`src/rtl/bpa_ram.sv`:
```
// Generic single-write, single-read synchronous RAM with registered read data.
// Depends on nothing.
`default_nettype none

module bpa_ram #(
  parameter int WIDTH = 8,
  parameter int DEPTH = 16
) (
  input  wire logic                     clk,
  input  wire logic                     wr_en,
  input  wire logic [$clog2(DEPTH)-1:0] wr_addr,
  input  wire logic [WIDTH-1:0]         wr_data,
  input  wire logic [$clog2(DEPTH)-1:0] rd_addr,
  output logic      [WIDTH-1:0]         rd_data
);

  logic [WIDTH-1:0] mem [DEPTH];

  always_ff @(posedge clk) begin
    if (wr_en) begin
      mem[wr_addr] <= wr_data;
    end
    rd_data <= mem[rd_addr];
  end

endmodule

`default_nettype wire

```
`config.mk`:
```
export PLATFORM = sky130hd
export DESIGN_NAME = bpa_ram
export DESIGN_NICKNAME = d
export VERILOG_FILES = /design/src/rtl/bpa_ram.sv
export SDC_FILE = /design/constraint.sdc
export NUM_CORES = 1
export LEC_CHECK = 0
export BUFFER_PORTS_ARGS = -buffer_cell sky130_fd_sc_hd__buf_4
export CAP_MARGIN = 15
export CORE_UTILIZATION = 30
export DETAILED_ROUTE_END_ITERATION = 7
export GPL_TIMING_DRIVEN = 0
export PLACE_DENSITY = 0.45
export SLEW_MARGIN = 20
export SYNTH_ARGS = -nofsm -noshare
export SYNTH_HDL_FRONTEND = slang
export SYNTH_SLANG_ARGS = --single-unit
```
`constraint.sdc`:
```
create_clock -name clk -period 3 [get_ports clk]
set_clock_uncertainty 0.1 [all_clocks]
set_input_delay 0.6 -clock clk [delete_from_list [all_inputs] [get_ports clk]]
set_output_delay 0.6 -clock clk [all_outputs]
set_load 0.02 [all_outputs]
```
## Word level (Yosys, flattened, before mapping)

Memory sizes are Yosys's and may differ from the RTL's. A register that Yosys moved wholly into a read port is not among the register bits.
Cells that the tools add are included.

| word-level totals | value |
|---|---|
| register bits after elaboration | 0 |
| input port bits | 18 |
| bits in read-only memories | 0 |
| memories kept | 1 |
| output and inout port bits | 8 |
| bits in writable memories | 128 |
| latch bits | 0 |

Memory list:

| name | words | width | read ports | clocked after memory_dff | wr ports | line | source |
|---|---|---|---|---|---|---|---|
| mem | 16 | 8 | 1 | 1 | 1 | 17 | `logic [WIDTH-1:0] mem [DEPTH];` |

| cells by class | value |
|---|---|
| multiplexer cells | 2 |
| $lt $le $gt $ge | 0 |
| multiply operators | 0 |
| reductions and logical operators | 0 |
| bitwise operators | 0 |
| shift-type cells | 0 |
| $add $sub $neg | 0 |
| div/mod/pow operators | 0 |
| eq/ne operators | 0 |

Operators with widths:

| kind | number |
|---|---|
| $mux 1 | 2 |

## Longest topological paths before layout

| depth | value |
|---|---|
| depth after elaboration | 2 |
| mapped depth | 5 |
| depth with buffers taken out | 3 |

## Least setup slack after synthesis

Ideal clock, no wire load.

| path | value |
|---|---|
| kind | input to register |
| start point | input wr_addr[2] |
| end point | memory mem[0][0] (enable) |
| slack | 0.807 ns |
| library setup time | 0.383 ns |
| data arrival time | 1.710 ns |
| stages | 2 |
| cells stage by stage | or3b_2 -> nor3_1 |

RTL lines:

| what | line | source |
|---|---|---|
| from (decl) | 11 | `input wire logic [$clog2(DEPTH)-1:0] wr_addr,` |
| to (decl) | 17 |  |

No word-level cell before the write port.

## Final worst setup path

| path | value |
|---|---|
| start point | input wr_addr[2] |
| end point | memory mem[2][5] (enable) |

No word-level cell before the write port.

==> impl_summary.txt <==
----------------------------------------------------
[Setup path]
  Cell Chain, Critical Path ... buf_4, or3b_2, nor2_1
  Depth of the critical timing path with buffers and inverters included ... 3
  Number of cells on the worst reg-to-reg path ... 3
  Data arrival time of the critical path ... 1970 ps
  Critical Path End Type ... register
  Count of buffering cells on the critical path with inverters included ... 1
  Category of the worst setup path launch point ... input pin
  Critical setup path kind ... input pin to register
  Max stage delay cell, worst path ... sky130_fd_sc_hd__nor2_1
  Maximum fanout along the worst path ... 8
  Slowest cell delay on critical path ... 700 ps
  Kind of cell adding the most delay to the critical path ... simple AND/OR/NAND/NOR gates
  Worst EP required ... 2930 ps

[Synth]
  Synthesized netlist net count ... 247
  Synth Register Bits ... 136
  Netlist area before placement ... 5147 um2
  Sequential cell area fraction in the yosys report ... 77.78%
  Synthesized instance count ... 229
  Mapped Avg Cell Area ... 22.48 um2
  Yosys warning total ... 0
  Distinct cells, synth ... 19

[Layout]
  Commonest non-fill, non-tap cell in the layout ... sky130_fd_sc_hd__edfxtp_1
  Number of nets in the final layout ... 290
  Diodes inserted ... 0
  Fillers ... 1530
  Final Instance Area ... 6143 um2
  Number of standard cells in the final layout excluding fillers ... 505
  Fraction of final layout cells sized beyond drive strength 1 ... 28.42%
  Area growth syn-to-layout ... 19.35%
  Most used cells in the layout excluding fill and tap cells ... sky130_fd_sc_hd__edfxtp_1 (128), sky130_fd_sc_hd__buf_4 (25), sky130_fd_sc_hd__mux4_2 (18)
  Final core occ ... 36.91%

[Clocking]
  TritonCTS clock tree ... done
  Buffer levels on the longest clock path ... 2
  Gates resized, CTS repair ... 0
  Insertion delay to the later sink of the worst-skew pair ... 410 ps
  Number of setup buffers added after CTS ... 0
  Max H-tree Level ... 4
  Number of sinks driven by the clock tree ... 136
  Number of hold buffers added after CTS ... 0
  Clock Root Buffer ... sky130_fd_sc_hd__clkbuf_16
  Number of buffers created by CTS ... 17
  Clock transition time at the flip-flop clock pins of the worst setup and hold paths ... 50 ps

[Global routing]
  Maximum number of pins on one net before global-route repair ... 17
  Antenna violations before repair ... 0
  Vias in the first global route ... 2364
  Total grt overflow ... 0
  Total global routing track utilization ... 13.01%
  Global-route wire length before repair ... 15580 um

[Die]
  Die Span X ... 133.0 um
  Core outline area ... 16640 um2
  Top Ports ... 26
  Effective utilization at floorplan ... 30.93%
  Die outline height ... 133.0 um
  FP Rows ... 47
  Die footprint ... 17690 um2

[Power and ir drop]
  Pleak ... 2.014 nW
  Peak ir drop on the vdd network ... 0.6039 mV
  Cell area power density ... 684.8 nW/um2

[Placement]
  Quantity of I/O buffers inserted on ports ... 24
  Placed inst area ... 5623 um2
  Number of placed instances with taps included ... 473
  Gp weighted congestion ... 0.6525
  Detailed placement HPWL ... 6687 um

[STA]
  Final count of negative-setup-slack endpoints ... 0
  Transition at the pin with the smallest max-transition slack ... 869.7 ps
  Worst hold margin ... 407.6 ps
  Final period demand of the worst path ... 2043 ps
  Pins Over Slew Limit ... 0
  Post-Route Setup TNS ... 0 ps
  Slew Limit Headroom ... 41.80%
  Final critical-path share of the clock period ... 68.11%
  Setup repair after global routing missed its margin ... no
  Fin. Hold Viols ... 0
  Highest Clock Rate ... 489.4 MHz

[Routing]
  M1 wire length ... 5299 um
  Average wire per cell in the routed design ... 20.92 um
  Via Count ... 2317
  Topmost layer with routed signal wires ... met4
  Per-cell via count in the routed design ... 4.588
  Total met3 wirelength after detailed routing ... 306 um
  Drt pass-1 iters ... 4
  Routed wl met2 ... 4844 um
  Final routed wirelength across all metal layers ... 10560 um
  Drt first-iter violations ... 137
  Detail Route Antenna Nets ... 0
  DRC violations left ... 0

[Hold path]
  Worst hold-check path type ... input pin to register
  Number of stages on the worst hold path ... 1

[Job]
  MaxCap Viol Count ... 0

[Outcome]
  Run status ... finished clean

----------------------------------------------------
-- area by class of cell --
type,instances,area [um2],area share (%)
Buffer,10,86.33,1.405
Clock buffer,19,432.9,7.047
Sequential cell,136,4004,65.17
Timing Repair Buffer,24,180.2,2.933
Clock inverter,13,87.58,1.426
Tap cell,220,275.3,4.481
Multi-Input combinational cell,83,1077,17.54
-- cell usage after synthesis --
cell                              count  area, um2
sky130_fd_sc_hd__nor3_1               4      20.02
sky130_fd_sc_hd__dfxtp_1              8      160.2
sky130_fd_sc_hd__and2b_1              1      7.510
sky130_fd_sc_hd__or3b_2               1      8.760
sky130_fd_sc_hd__nor2b_1              1      6.260
sky130_fd_sc_hd__clkdlybuf4s25_2      3      30.03
sky130_fd_sc_hd__edfxtp_1           128       3844
sky130_fd_sc_hd__and2_1               1      6.260
sky130_fd_sc_hd__buf_6                3      33.78
sky130_fd_sc_hd__nand3_1              1      5.000
sky130_fd_sc_hd__nand3b_1             2      15.01
sky130_fd_sc_hd__nand2b_1             2      12.51
sky130_fd_sc_hd__mux4_1              14      367.9
sky130_fd_sc_hd__buf_4                1      7.510
sky130_fd_sc_hd__nor2_1              13      48.80
sky130_fd_sc_hd__nand2_1              9      33.78
sky130_fd_sc_hd__a22oi_1             16      120.1
sky130_fd_sc_hd__buf_2                3      15.01
sky130_fd_sc_hd__mux4_2              18      405.4
-- final timing paths --
| path | from | endpoint | slack (ps) |
|---|---|---|---|
| worst min register to register | mem[8][3]$_DFFE_PP_ | rd_data[3]$_DFF_P_ | 580 |
| worst max-delay path | wr_addr[2] | mem[2][5]$_DFFE_PP_ | 960 |
| worst min-delay path | wr_data[6] | mem[6][6]$_DFFE_PP_ | 410 |
| worst max register to register | mem[9][5]$_DFFE_PP_ | rd_data[5]$_DFF_P_ | 1460 |
-- registers in the layout, indices dropped and copies added (netlist names) --
register / cells
mem: 128
rd_data: 8
-- stage by stage --
step / setup WS (ps) / total power, mW
floorplan: 807.1 / 2.296
global placement: 215.2 / 2.409
detailed placement: 511.9 / 2.415
CTS: 953.2 / 4.249
global route: 901.5 / 4.345
finish: 956.6 / 4.207
-- logic make-up (layout without fill, tap and decap cells) --
group                  after synthesis  in the layout  share of synthesized area (%)
AOI/OAI and AO/OA                   16             16                          2.334
buffers and inverters               10             66                          1.677
DFF                                136            136                          77.78
muxes                               32             32                          15.02
and+or+nand+nor                     35             35                          3.184
-- report_power, final --
group          total (mW)  internal (mW)  switching (mW)
logic               0.236         0.0980           0.138
registers            2.13           2.13         0.00950
clock network        1.84           1.11           0.724
-- routing by layer --
layer  GRT usage (%)  vias to the layer above
met5               0                        -
met4           5.045                        0
met3           4.176                        6
met2           18.91                       47
met1           18.08                     1205
li1                -                     1059
(Power assumes the default switching activity.)
